## src/hw/rtl/lcv_pkg.sv

```systemverilog
// Shared widths, region codes, register indexes and handshake structs of the line clipper.
package lcv_pkg;

    localparam int COORD_BITS = 16;
    localparam int CW         = COORD_BITS;
    localparam int DW         = CW + 1;
    localparam int PW         = 2 * DW;
    localparam int DIV_CNT_W  = $clog2(DW + 1);

    localparam int NUM_REGS       = 8;
    localparam int REG_IDX_W      = $clog2(NUM_REGS);
    localparam int CFG_IDX_W      = 8;
    localparam int MAX_CLIP_STEPS = 16;
    localparam int STEP_W         = $clog2(MAX_CLIP_STEPS + 1);

    localparam logic [3:0] CODE_RIGHT  = 4'b1000;
    localparam logic [3:0] CODE_TOP    = 4'b0100;
    localparam logic [3:0] CODE_LEFT   = 4'b0010;
    localparam logic [3:0] CODE_BOTTOM = 4'b0001;

    localparam logic [REG_IDX_W-1:0] REG_WMIN_X = REG_IDX_W'(0);
    localparam logic [REG_IDX_W-1:0] REG_WMIN_Y = REG_IDX_W'(1);
    localparam logic [REG_IDX_W-1:0] REG_WMAX_X = REG_IDX_W'(2);
    localparam logic [REG_IDX_W-1:0] REG_WMAX_Y = REG_IDX_W'(3);
    localparam logic [REG_IDX_W-1:0] REG_VMIN_X = REG_IDX_W'(4);
    localparam logic [REG_IDX_W-1:0] REG_VMIN_Y = REG_IDX_W'(5);
    localparam logic [REG_IDX_W-1:0] REG_VMAX_X = REG_IDX_W'(6);
    localparam logic [REG_IDX_W-1:0] REG_VMAX_Y = REG_IDX_W'(7);

    localparam logic signed [CW-1:0] CFG_RESET [NUM_REGS] = '{
        CW'(50), CW'(50), CW'(100), CW'(100), CW'(150), CW'(150), CW'(400), CW'(400)
    };

    typedef struct packed {
        logic                 start;
        logic signed [DW-1:0] a;
        logic signed [DW-1:0] b;
        logic signed [DW-1:0] c;
    } t_md_req;

    typedef struct packed {
        logic                 done;
        logic signed [DW-1:0] q;
    } t_md_rsp;

    function automatic logic signed [DW-1:0] sx(input logic signed [CW-1:0] v);
        sx = {v[CW-1], v};
    endfunction

endpackage

```

## src/hw/rtl/lcv_muldiv.sv

```systemverilog
// Shared unit that forms a * b / c with one multiply and a bit-serial restoring divide.
module lcv_muldiv
    import lcv_pkg::*;
(
    input  logic    i_clk,
    input  logic    i_rst_n,
    input  t_md_req i_req,
    output t_md_rsp o_rsp
);

    localparam logic [1:0] M_IDLE = 2'd0;
    localparam logic [1:0] M_ABS  = 2'd1;
    localparam logic [1:0] M_DIV  = 2'd2;

    logic [1:0]           r_state;
    logic [DIV_CNT_W-1:0] r_cnt;
    logic                 r_done;
    logic signed [PW-1:0] r_prod;
    logic                 r_neg;
    logic                 r_zero;
    logic [DW-1:0]        r_div;
    logic [DW-1:0]        r_rem;
    logic [DW-1:0]        r_quo;

    logic signed [PW-1:0] prod;
    logic [PW-1:0]        prod_mag;
    logic [DW:0]          rem_sh;
    logic [DW+1:0]        diff;
    logic signed [DW-1:0] c_mag;

    always_comb begin
        prod     = PW'(i_req.a) * PW'(i_req.b);
        c_mag    = i_req.c[DW-1] ? -i_req.c : i_req.c;
        prod_mag = r_prod[PW-1] ? PW'(-r_prod) : PW'(r_prod);
        rem_sh   = {r_rem, r_quo[DW-1]};
        diff     = {1'b0, rem_sh} - {2'b00, r_div};
    end

    always_ff @(posedge i_clk) begin
        if (!i_rst_n) begin
            r_state <= M_IDLE;
            r_done  <= 1'b0;
            r_cnt   <= '0;
        end else begin
            r_done <= (r_state == M_DIV) && (r_cnt == DIV_CNT_W'(1));
            unique case (r_state)
                M_IDLE: begin
                    if (i_req.start) begin
                        r_prod  <= prod;
                        r_neg   <= i_req.a[DW-1] ^ i_req.b[DW-1] ^ i_req.c[DW-1];
                        r_zero  <= (i_req.c == '0);
                        r_div   <= c_mag;
                        r_state <= M_ABS;
                    end
                end
                M_ABS: begin
                    r_rem   <= prod_mag[PW-1:DW];
                    r_quo   <= prod_mag[DW-1:0];
                    r_cnt   <= DIV_CNT_W'(DW);
                    r_state <= M_DIV;
                end
                M_DIV: begin
                    if (!diff[DW+1]) begin
                        r_rem <= diff[DW-1:0];
                    end else begin
                        r_rem <= rem_sh[DW-1:0];
                    end
                    r_quo <= {r_quo[DW-2:0], ~diff[DW+1]};
                    r_cnt <= r_cnt - DIV_CNT_W'(1);
                    if (r_cnt == DIV_CNT_W'(1)) begin
                        r_state <= M_IDLE;
                    end
                end
                default: r_state <= M_IDLE;
            endcase
        end
    end

    always_comb begin
        o_rsp.done = r_done;
        if (r_zero) begin
            o_rsp.q = '0;
        end else if (r_neg) begin
            o_rsp.q = -$signed(r_quo);
        end else begin
            o_rsp.q = $signed(r_quo);
        end
    end

endmodule

```

## src/hw/rtl/line_clip_to_viewport_core.sv

```systemverilog
// Top level of the segment clipper with window-to-viewport mapping.
//
//  channel  | direction | handshake                    | word
//  ---------+-----------+------------------------------+------------------------------------
//  s_axis   | in        | s_axis_tvalid/s_axis_tready  | segment endpoints
//  m_axis   | out       | m_axis_tvalid/m_axis_tready  | mapped endpoints, visible flag
//  cfg      | in        | i_cfg_valid/o_cfg_ready      | register index and value
//
// A segment that is rejected outright goes from S_CHECK straight to S_DONE; otherwise it runs
// up to 16 clip steps, and a visible segment then runs four viewport mappings.
// Each clip step and each of the four viewport mappings runs one multiply and a serial
// divide on the single shared unit.
// Synchronous active-low reset restores the register reset values; the output register
// lets the next segment start while a result is still held by a stalled consumer.
module line_clip_to_viewport_core
    import lcv_pkg::*;
(
    input  logic                 i_clk,
    input  logic                 i_rst_n,
    input  logic                 s_axis_tvalid,
    output logic                 s_axis_tready,
    input  logic [4*CW-1:0]      s_axis_tdata,  // start_x, start_y, end_x, end_y
    output logic                 m_axis_tvalid,
    input  logic                 m_axis_tready,
    output logic [4*CW-1:0]      m_axis_tdata,  // out_start_x, out_start_y, out_end_x, out_end_y
    output logic                 m_axis_tuser,  // visible
    input  logic                 i_cfg_valid,
    output logic                 o_cfg_ready,
    input  logic [CFG_IDX_W-1:0] i_cfg_index,
    input  logic [CW-1:0]        i_cfg_data
);

    localparam logic [2:0] S_IDLE      = 3'd0;
    localparam logic [2:0] S_CHECK     = 3'd1;
    localparam logic [2:0] S_CLIP_WAIT = 3'd2;
    localparam logic [2:0] S_MAP       = 3'd3;
    localparam logic [2:0] S_MAP_WAIT  = 3'd4;
    localparam logic [2:0] S_DONE      = 3'd5;

    logic signed [CW-1:0] r_cfg [NUM_REGS];
    logic [2:0]           r_state;
    logic signed [CW-1:0] r_x0, r_y0, r_x1, r_y1;
    logic [STEP_W-1:0]    r_steps;
    logic                 r_pick1;
    logic                 r_axis_y;
    logic signed [CW-1:0] r_edge;
    logic [1:0]           r_k;
    logic                 r_vis;
    logic signed [CW-1:0] r_res [4];
    logic                 r_ovalid;
    logic                 r_ovis;
    logic [4*CW-1:0]      r_odata;

    t_md_req md_req;
    t_md_rsp md_rsp;

    logic [3:0]           c0, c1, co;
    logic                 degenerate;
    logic signed [CW-1:0] edge_val;
    logic signed [DW-1:0] base;
    logic signed [DW-1:0] nval;
    logic signed [CW-1:0] map_p;
    logic signed [CW-1:0] map_wmin, map_wmax, map_vmin, map_vmax;
    logic signed [DW-1:0] map_sum;
    logic                 out_free;

    function automatic logic [3:0] region(input logic signed [CW-1:0] x,
                                          input logic signed [CW-1:0] y,
                                          input logic signed [CW-1:0] wminx,
                                          input logic signed [CW-1:0] wminy,
                                          input logic signed [CW-1:0] wmaxx,
                                          input logic signed [CW-1:0] wmaxy);
        logic [3:0] code;
        code = '0;
        if (y > wmaxy) begin
            code = code | CODE_TOP;
        end else if (y < wminy) begin
            code = code | CODE_BOTTOM;
        end
        if (x > wmaxx) begin
            code = code | CODE_RIGHT;
        end else if (x < wminx) begin
            code = code | CODE_LEFT;
        end
        region = code;
    endfunction

    lcv_muldiv u_muldiv (
        .i_clk   (i_clk),
        .i_rst_n (i_rst_n),
        .i_req   (md_req),
        .o_rsp   (md_rsp)
    );

    assign o_cfg_ready   = 1'b1;
    assign s_axis_tready = (r_state == S_IDLE);
    assign m_axis_tvalid = r_ovalid;
    assign m_axis_tdata  = r_odata;
    assign m_axis_tuser  = r_ovis;
    assign out_free      = !r_ovalid || m_axis_tready;

    always_comb begin
        degenerate = (r_cfg[REG_WMAX_X] <= r_cfg[REG_WMIN_X]) ||
                     (r_cfg[REG_WMAX_Y] <= r_cfg[REG_WMIN_Y]);
        c0 = region(r_x0, r_y0, r_cfg[REG_WMIN_X], r_cfg[REG_WMIN_Y],
                    r_cfg[REG_WMAX_X], r_cfg[REG_WMAX_Y]);
        c1 = region(r_x1, r_y1, r_cfg[REG_WMIN_X], r_cfg[REG_WMIN_Y],
                    r_cfg[REG_WMAX_X], r_cfg[REG_WMAX_Y]);
        co = (c0 != '0) ? c0 : c1;

        map_p    = r_k[1] ? (r_k[0] ? r_y1 : r_x1) : (r_k[0] ? r_y0 : r_x0);
        map_wmin = r_k[0] ? r_cfg[REG_WMIN_Y] : r_cfg[REG_WMIN_X];
        map_wmax = r_k[0] ? r_cfg[REG_WMAX_Y] : r_cfg[REG_WMAX_X];
        map_vmin = r_k[0] ? r_cfg[REG_VMIN_Y] : r_cfg[REG_VMIN_X];
        map_vmax = r_k[0] ? r_cfg[REG_VMAX_Y] : r_cfg[REG_VMAX_X];

        md_req.start = 1'b0;
        md_req.a     = '0;
        md_req.b     = '0;
        md_req.c     = '0;
        edge_val     = r_cfg[REG_WMIN_X];
        priority if ((co & CODE_TOP) != '0) begin
            edge_val = r_cfg[REG_WMAX_Y];
        end else if ((co & CODE_BOTTOM) != '0) begin
            edge_val = r_cfg[REG_WMIN_Y];
        end else if ((co & CODE_RIGHT) != '0) begin
            edge_val = r_cfg[REG_WMAX_X];
        end else begin
            edge_val = r_cfg[REG_WMIN_X];
        end

        if (r_state == S_CHECK) begin
            if ((co & (CODE_TOP | CODE_BOTTOM)) != '0) begin
                md_req.a = sx(r_x1) - sx(r_x0);
                md_req.b = sx(edge_val) - sx(r_y0);
                md_req.c = sx(r_y1) - sx(r_y0);
            end else begin
                md_req.a = sx(r_y1) - sx(r_y0);
                md_req.b = sx(edge_val) - sx(r_x0);
                md_req.c = sx(r_x1) - sx(r_x0);
            end
            md_req.start = !degenerate && ((c0 | c1) != '0) && ((c0 & c1) == '0) &&
                           (r_steps != STEP_W'(MAX_CLIP_STEPS));
        end else if (r_state == S_MAP) begin
            md_req.a     = sx(map_p) - sx(map_wmin);
            md_req.b     = sx(map_vmax) - sx(map_vmin);
            md_req.c     = sx(map_wmax) - sx(map_wmin);
            md_req.start = 1'b1;
        end

        base    = r_axis_y ? sx(r_x0) : sx(r_y0);
        nval    = base + md_rsp.q;
        map_sum = sx(map_vmin) + md_rsp.q;
    end

    always_ff @(posedge i_clk) begin
        if (!i_rst_n) begin
            for (int i = 0; i < NUM_REGS; i++) begin
                r_cfg[i] <= CFG_RESET[i];
            end
        end else if (i_cfg_valid && (i_cfg_index < CFG_IDX_W'(NUM_REGS))) begin
            r_cfg[i_cfg_index[REG_IDX_W-1:0]] <= i_cfg_data;
        end
    end

    always_ff @(posedge i_clk) begin
        if (!i_rst_n) begin
            r_state  <= S_IDLE;
            r_ovalid <= 1'b0;
            r_steps  <= '0;
            r_k      <= '0;
            r_vis    <= 1'b0;
        end else begin
            if (r_ovalid && m_axis_tready && (r_state != S_DONE)) begin
                r_ovalid <= 1'b0;
            end
            unique case (r_state)
                S_IDLE: begin
                    if (s_axis_tvalid) begin
                        r_x0    <= s_axis_tdata[CW-1:0];
                        r_y0    <= s_axis_tdata[2*CW-1:CW];
                        r_x1    <= s_axis_tdata[3*CW-1:2*CW];
                        r_y1    <= s_axis_tdata[4*CW-1:3*CW];
                        r_steps <= '0;
                        r_k     <= '0;
                        r_state <= S_CHECK;
                    end
                end
                S_CHECK: begin
                    priority if (degenerate) begin
                        r_vis   <= 1'b0;
                        r_state <= S_DONE;
                    end else if ((c0 | c1) == '0) begin
                        r_vis   <= 1'b1;
                        r_state <= S_MAP;
                    end else if (((c0 & c1) != '0) || (r_steps == STEP_W'(MAX_CLIP_STEPS))) begin
                        r_vis   <= 1'b0;
                        r_state <= S_DONE;
                    end else begin
                        r_pick1  <= (c0 == '0);
                        r_axis_y <= ((co & (CODE_TOP | CODE_BOTTOM)) != '0);
                        r_edge   <= edge_val;
                        r_state  <= S_CLIP_WAIT;
                    end
                end
                S_CLIP_WAIT: begin
                    if (md_rsp.done) begin
                        if (r_pick1) begin
                            r_x1 <= r_axis_y ? nval[CW-1:0] : r_edge;
                            r_y1 <= r_axis_y ? r_edge : nval[CW-1:0];
                        end else begin
                            r_x0 <= r_axis_y ? nval[CW-1:0] : r_edge;
                            r_y0 <= r_axis_y ? r_edge : nval[CW-1:0];
                        end
                        r_steps <= r_steps + STEP_W'(1);
                        r_state <= S_CHECK;
                    end
                end
                S_MAP: begin
                    r_state <= S_MAP_WAIT;
                end
                S_MAP_WAIT: begin
                    if (md_rsp.done) begin
                        r_res[r_k] <= map_sum[CW-1:0];
                        r_k        <= r_k + 2'd1;
                        r_state    <= (r_k == 2'd3) ? S_DONE : S_MAP;
                    end
                end
                S_DONE: begin
                    if (out_free) begin
                        r_ovalid <= 1'b1;
                        r_ovis   <= r_vis;
                        r_odata  <= r_vis ? {r_res[3], r_res[2], r_res[1], r_res[0]} : '0;
                        r_state  <= S_IDLE;
                    end
                end
                default: r_state <= S_IDLE;
            endcase
        end
    end

`ifndef ASSERT_OFF
    a_done_in_wait: assert property (@(posedge i_clk) disable iff (!i_rst_n)
        md_rsp.done |-> (r_state == S_CLIP_WAIT || r_state == S_MAP_WAIT))
        else $error("divider finished outside a wait state");

    a_reject_zero: assert property (@(posedge i_clk) disable iff (!i_rst_n)
        (m_axis_tvalid && !m_axis_tuser) |-> (m_axis_tdata == '0))
        else $error("rejected segment carries nonzero coordinates");

    a_step_bound: assert property (@(posedge i_clk) disable iff (!i_rst_n)
        r_steps <= STEP_W'(MAX_CLIP_STEPS))
        else $error("clip step count ran past its limit");

    a_accept_starts: assert property (@(posedge i_clk) disable iff (!i_rst_n)
        (s_axis_tvalid && s_axis_tready) |=> (r_state == S_CHECK))
        else $error("accepted segment did not start clipping");
`endif

endmodule
```

## config.mk

```make
export PLATFORM = sky130hd
export DESIGN_NAME = line_clip_to_viewport_core
export DESIGN_NICKNAME = d
export VERILOG_FILES = /design/src/hw/rtl/lcv_pkg.sv /design/src/hw/rtl/lcv_muldiv.sv /design/src/hw/rtl/line_clip_to_viewport_core.sv
export SDC_FILE = /design/constraint.sdc
export NUM_CORES = 2
export LEC_CHECK = 0
export BUFFER_PORTS_ARGS = -buffer_cell sky130_fd_sc_hd__buf_2
export CAP_MARGIN = 20
export CELL_PAD_IN_SITES_DETAIL_PLACEMENT = 1
export CELL_PAD_IN_SITES_GLOBAL_PLACEMENT = 2
export CORE_AREA = 2 2 308 310
export CTS_CLUSTER_DIAMETER = 80
export CTS_CLUSTER_SIZE = 12
export DETAILED_ROUTE_END_ITERATION = 10
export DIE_AREA = 0 0 310 312
export MAX_ROUTING_LAYER = met4
export PLACE_DENSITY_LB_ADDON = 0.3
export SYNTH_ARGS = -nofsm -noshare
export SYNTH_HDL_FRONTEND = slang
export SYNTH_SLANG_ARGS = --single-unit
```

## constraint.sdc

```tcl
create_clock -name i_clk -period 19.8 [get_ports i_clk]
set_input_delay 1.98 -clock i_clk [delete_from_list [all_inputs] [get_ports i_clk]]
set_output_delay 1.98 -clock i_clk [all_outputs]
set_load 0.005 [all_outputs]
```

### Yosys cells after proc, flatten, opt, wreduce, memory -nomap -nowiden

Memory sizes are Yosys's and may differ from the RTL's. A register that Yosys moved wholly into a read port is not among the register bits.
Index checks and enable logic that the tools add are counted.
Widths: inputs -> output; s select.

| cells by class | value |
|---|---|
| $add $sub $neg | 16 |
| multiply operators | 1 |
| order comparisons | 11 |
| eq/ne operators | 20 |
| muxes and demuxes | 84 |
| bitwise operators | 8 |
| reduce and logical (&&, ||, !) cells | 42 |

Operators by type and width:

| operator | count |
|---|---|
| $mux 16 | 29 |
| $pmux 16 s2 | 4 |
| $sub 16x16->17 | 7 |
| $mux 52 | 2 |
| $pmux 17 s2 | 2 |
| $gt 16x16->1 | 4 |
| $lt 16x16->1 | 4 |
| $mux 51 | 1 |
| $mul 17x17->34 | 1 |
| $mux 34 | 1 |
| $neg 34->34 | 1 |
| $mux 3 | 11 |
| $add 16x16->16 | 2 |
| $le 16x16->1 | 2 |
| $pmux 5 s2 | 2 |
| $sub 18x17->19 | 1 |
| $pmux 3 s6 | 1 |
| $logic_not 17->1 | 1 |
| $mux 1 | 17 |
| $mux 17 | 1 |
| $neg 17->17 | 1 |
| $neg 16->16 | 1 |
| $reduce_bool 4->1 | 4 |
| $reduce_or 16->1 | 1 |
| 36 further kinds | 81 |

| word-level totals | value |
|---|---|
| bits in registers | 190 |
| bits in writable memories | 192 |
| output and inout port bits | 68 |
| word-level logic and storage cells | 207 |
| memories kept | 2 |

Memories:

| memory | words | width | read ports | clocked after memory_dff | wr ports | line | RTL |
|---|---|---|---|---|---|---|---|
| r_cfg | 8 | 16 | 8 | 0 | 8 | line_clip_to_viewport_core.sv:40 | `logic signed [CW-1:0] r_cfg [NUM_REGS];` |
| r_res | 4 | 16 | 4 | 4 | 1 | line_clip_to_viewport_core.sv:49 | `logic signed [CW-1:0] r_res [4];` |

### Depth between registers and ports, before layout

An unclocked memory read counts as a cell.

| depth | value |
|---|---|
| depth in word-level cells | 16 |
| gate-level depth with buffers | 55 |
| mapped depth without buffers | 54 |

### Modules after synthesis

Synthesis repeated with hierarchy kept, for this count alone.

| unflattened totals | value |
|---|---|
| cells, all modules | 4242 |
| area total of the unflattened synthesis | 41887.7 µm² |

Modules (own cells, without submodules):

| module | times used | cells an instance | area an instance (µm²) |
|---|---|---|---|
| line_clip_to_viewport_core | 1 | 2448 | 25127.8 |
| lcv_muldiv | 1 | 1794 | 16759.8 |

### Least setup slack after synthesis

No wires, ideal clock.

| timing | value |
|---|---|
| path kind | register to register |
| start point | register r_x0[11] |
| end point | register u_muldiv.r_prod[32] (data pin) |
| arrival time | 11.203 ns |
| required time | 19.538 ns |
| setup slack | 8.335 ns |
| cell stages (with the launch flop) | 48 |
| path buffers | 1 |
| clock period less this slack | 11.465 ns |
| cells stage by stage | edfxtp_1 > ha_1 > nand2_1 > or3_1 > or4_1 > o211a_1 > nor2_2 > and2_1 > nor3b_1 > a21oi_2 > mux2i_1 > nor2_1 > a21oi_1 > o21ai_0 > ha_1 > nor2b_1 > o21ai_0 > a21boi_0 > [... 12 more ...] > fa_1 > fa_1 > fa_1 > inv_1 > fa_1 > inv_1 > ha_1 > a21o_1 > a21oi_1 > nor2b_1 > o21ai_0 > nand2b_1 > a21oi_1 > o31ai_1 > and4_1 > a2111oi_0 > a21oi_1 > xor2_1 |

| on the way | value |
|---|---|
| longest elaborated chain between the ends | 12 |

Ends and longest elaborated chain:

| item | line | RTL |
|---|---|---|
| start, declared | line_clip_to_viewport_core.sv:42 | `logic signed [CW-1:0] r_x0, r_y0, r_x1, r_y1;` |
| start signal, assigned | line_clip_to_viewport_core.sv:180 | `r_x0 <= s_axis_tdata[CW-1:0];` |
| start signal, assigned | line_clip_to_viewport_core.sv:212 | `r_x0 <= r_axis_y ? nval[CW-1:0] : r_edge;` |
| $lt 16x16->1 | line_clip_to_viewport_core.sv:82 | `end else if (x < wminx) begin` |
| $mux 2 | line_clip_to_viewport_core.sv:82 |  |
| $mux 4 (*) | line_clip_to_viewport_core.sv:80 | `if (x > wmaxx) begin` |
| $reduce_bool 4->1 | line_clip_to_viewport_core.sv:109 | `co = (c0 != '0) ? c0 : c1;` |
| $mux 4 (*) | line_clip_to_viewport_core.sv:109 |  |
| $mux 16 | line_clip_to_viewport_core.sv:126 | `end else if ((co & CODE_RIGHT) != '0) begin` |
| $mux 16 | line_clip_to_viewport_core.sv:124 | `end else if ((co & CODE_BOTTOM) != '0) begin` |
| $mux 16 (*) | line_clip_to_viewport_core.sv:122 | `priority if ((co & CODE_TOP) != '0) begin` |
| named net edge_val[1] | line_clip_to_viewport_core.sv:59 | `logic signed [CW-1:0] edge_val;` |
| $sub 16x16->17, on equally long branches | line_clip_to_viewport_core.sv:139, line_clip_to_viewport_core.sv:135 |  |
| $mux 51 (*) | line_clip_to_viewport_core.sv:133 | `if ((co & (CODE_TOP \| CODE_BOTTOM)) != '0) begin` |
| $mux 52 (*) | line_clip_to_viewport_core.sv:132 | `if (r_state == S_CHECK) begin` |
| $mul 17x17->34 (*) | lcv_muldiv.sv:32 | `prod = PW'(i_req.a) * PW'(i_req.b);` |
| named net u_muldiv.prod[32] | lcv_muldiv.sv:25 | `logic signed [PW-1:0] prod;` |
| end signal, assigned | lcv_muldiv.sv:49 | `r_prod <= prod;` |
| end, declared | lcv_muldiv.sv:18 | `logic signed [PW-1:0] r_prod;` |

The timed path passes the listed nets; every way through them passes the cells marked *.
A chain may end at the register's enable or synchronous reset.

### Worst setup path after layout

| timing | value |
|---|---|
| start point | register r_x0[14] |
| end point | register u_muldiv.r_prod[32] (data pin) |

Same word-level chain as after synthesis.

==> flow_metrics.env <==
export IMPL_rsz0062_at_grt="no"
export IMPL_multi_input_area_um2=25900
export IMPL_fmax_mhz=73.7
export IMPL_tritoncts="yes"
export IMPL_setup_tns_ns=0
export IMPL_synth_xor_area_share_pct=4.34
export IMPL_ctsHoldBuffers=0
export IMPL_clock_skew_ns=0.0368
export IMPL_fillCellCount=10600
export IMPL_maxCapViolCount=0
export IMPL_worstSetupEndpoint="u_muldiv.r_prod[32]"
export IMPL_ctsRootBufferMaster="clkbuf_16"
export IMPL_timing_final_crit_share_pct=68.5
export IMPL_drive_above_1_share_pct=8.68
export IMPL_dp_cells=5611
export IMPL_worst_hold_slack_ns=0.489
export IMPL_r2r_end="u_muldiv.r_prod[32]"
export IMPL_finalSetupViolCount=0
export IMPL_synthCells=4273
export IMPL_crit_family="adder cells"
export IMPL_cts_buffers=46
export IMPL_hp_class="reg2reg"
export IMPL_via_per_inst=5.80
export IMPL_wl_mm=153
export IMPL_cts_sinks=446
export IMPL_drc_errors=0
export IMPL_grt_pass1_wl_mm=224
export IMPL_syn_area_um2=41600
export IMPL_design_portCount=161
export IMPL_yosysUniqueCellTypes=96
export IMPL_yosysTopAreaCellShare_pct=30.8
export IMPL_cp_slowest_stage_delay_ns=0.96
export IMPL_finish_utilization_pct=48.8
export IMPL_ff_latch_area_um2=13200
export IMPL_grt_pass1_vias=34000
export IMPL_r2r_start="r_x0[14]"
export IMPL_htreeDepth=2
export IMPL_grt_max_degree=84
export IMPL_synthAdderAreaFrac_pct=26.7
export IMPL_crit_cells=49
export IMPL_yosys_area_share_simple_pct=15.5
export IMPL_grt_use_total_pct=32.8
export IMPL_gr_total_overflow=0
export IMPL_layout_nets=5204
export IMPL_synthTopCellsByCount="inv_1, edfxtp_1, nor2_1, ha_1, nand2_1"
export IMPL_post_drt_wl_per_cell_um=26.8
export IMPL_synth_most_common_cell="inv_1"
export IMPL_clockBufferDepth=3
export IMPL_num_rows=112
export IMPL_r2r_cells=49
export IMPL_peakVddDrop_mv=0.0806
export IMPL_dr_first_iter_drc_count=2920
export IMPL_hpwlAfterDp_mm=124
export IMPL_gp_congestion=0.991
export IMPL_synth_top_family_by_area="adder cells"
export IMPL_synthTopCellsByArea="edfxtp_1, fa_1, ha_1"
export IMPL_syn_to_final_growth_pct=9.09
export IMPL_post_cts_buffers=0
export IMPL_r2r_setup_slack_ns=6.23
export IMPL_crit_start="r_x0[14]"
export IMPL_vias=33000
export IMPL_relSlewSlack_pct=9.74
export IMPL_muxShareOfSynthArea_pct=3.95
export IMPL_hold_viol_final=0
export IMPL_drv_slew=0
export IMPL_synth_edff_count=426
export IMPL_synth_flop_cell="edfxtp_1"
export IMPL_clkTransAtPathRegs_ns=0.07
export IMPL_p_leak_nw=19.5
export IMPL_async_reset_ff_share_pct=0
export IMPL_antenna_found_initial=14
export IMPL_cts_resized=0
export IMPL_crit_path_max_fanout=17
export IMPL_die_x_um=310
export IMPL_critPathRequiredTime_ns=20.19
export IMPL_worst_pin_slew_ns=1.34
export IMPL_synth_area_per_cell_um2=9.73
export IMPL_syn_nets=5071
export IMPL_critPathKind="reg2reg"
export IMPL_coreArea_um2=93000
export IMPL_crit_slowest_cell="nor2_1"
export IMPL_final_area_um2=45400
export IMPL_dieHeight_um=312
export IMPL_end_kind="flip-flop"
export IMPL_drtPass1Iterations=6
export IMPL_die_area_um2=96700
export IMPL_synth_seq_area_share_pct=31.7
export IMPL_period_needed_ns=13.57
export IMPL_power_density_nw_per_um2=92.0
export IMPL_portBuffers=159
export IMPL_status="finished clean"
export IMPL_synth_top_cell_by_area="edfxtp_1"
export IMPL_synth_compound_area_share_pct=11.5
export IMPL_postRouteAntennaNets=0
export IMPL_crit_path_start_kind="flip-flop"
export IMPL_crit_buf_inv=4
export IMPL_ys_warn_count=0
export IMPL_clk_latency_ns=0.66
export IMPL_stdcell_count=5694
export IMPL_postPlaceCellArea_um2=44000
export IMPL_initial_core_util_pct=44.7
export IMPL_worstPathArrival_ns=13.96
export IMPL_ys_ff_latch=446
area by class of cell:
class | count | share of cell area (%)
clock inverter | 12 | 0.397
tap | 1254 | 3.46
inverter | 535 | 4.43
antenna | 5 | 0.0276
multi-input combinational | 3148 | 57.0
sequential | 446 | 29.1
timing repair buffer | 229 | 2.91
clock buffer | 65 | 2.69
layout by cell type (no fill, tap or decap), drive strengths merged, types with 9 or more instances in the layout:
cell type,instances
a211oi,27
a21boi,11
a21o,64
a21oi,202
a31oi,19
and2,191
and3,15
buf,229
clkbuf,65
dfxtp,20
edfxtp,426
fa,306
ha,399
inv,539
mux2,29
mux2i,95
mux4,16
nand2,371
nand2b,53
nand3,55
nand4,30
nor2,419
nor2b,47
nor3,49
nor3b,9
nor4,16
o211ai,21
o21a,57
o21ai,195
o21bai,24
o31ai,26
o41ai,9
or2,13
or3,52
xnor2,125
xor2,81
cell families (layout without fill, tap and decap cells):
group                    Yosys count  after routing
XOR/XNOR                         206            206
other                              1              6
adder cells (fa/ha/maj)          705            705
AO/OA/AOI/OAI                    747            747
AND/OR/NAND/NOR                 1349           1349
buffers and inverters            679            841
flip-flops                       446            446
multiplexers                     140            140
routing by layer:
metal	vias to the layer above	share of wire (%)	global-route usage, %
met5	-	0	-
met4	0	3.1	8.85
met3	220	7.3	5.82
met2	1073	46	51.3
met1	16900	44	43.8
li1	14800	-	-
state kept, by name (all words and copies together), names as in the netlist, 17 cells and up:
register         count
m_axis_tdata        64
r_cfg              128
r_res               64
u_muldiv.r_div      17
u_muldiv.r_prod     34
u_muldiv.r_quo      17
u_muldiv.r_rem      17
power by group:
group          total [mW]  internal [mW]  switching, mW
logic                2.07          0.740           1.33
clock network       0.864          0.462          0.403
registers            1.24           1.16         0.0778
worst register-to-register path, delay by kind of cell, from the launching register on:
family	cells	cell delay (ns)
fa+ha+maj	9	4.28
simple gates	15	3.92
compound gates	18	3.63
flops	1	0.60
buf+inv	4	0.39
xor+xnor	2	0.30
mux	1	0.16
how the worst min path moves through the flow:
stage / start / endpoint / slack (ns) / depth (start not counted)
after floorplan: r_vis / m_axis_tuser / 0.43 / 0
after global placement: r_vis / r_vis / 0.46 / 2
after detailed placement: r_vis / r_vis / 0.48 / 2
after CTS: r_vis / r_vis / 0.48 / 2
after global routing: r_vis / r_vis / 0.50 / 2
final: r_vis / r_vis / 0.49 / 2
stage by stage:
step,setup slack [ns],power [mW]
after global routing,5.46,4.45
final,6.23,4.17
after floorplan,8.34,2.61
after CTS,6.30,4.18
after global placement,6.71,3.26
after detailed placement,6.37,3.31
Power figures use the tool's default switching activity.
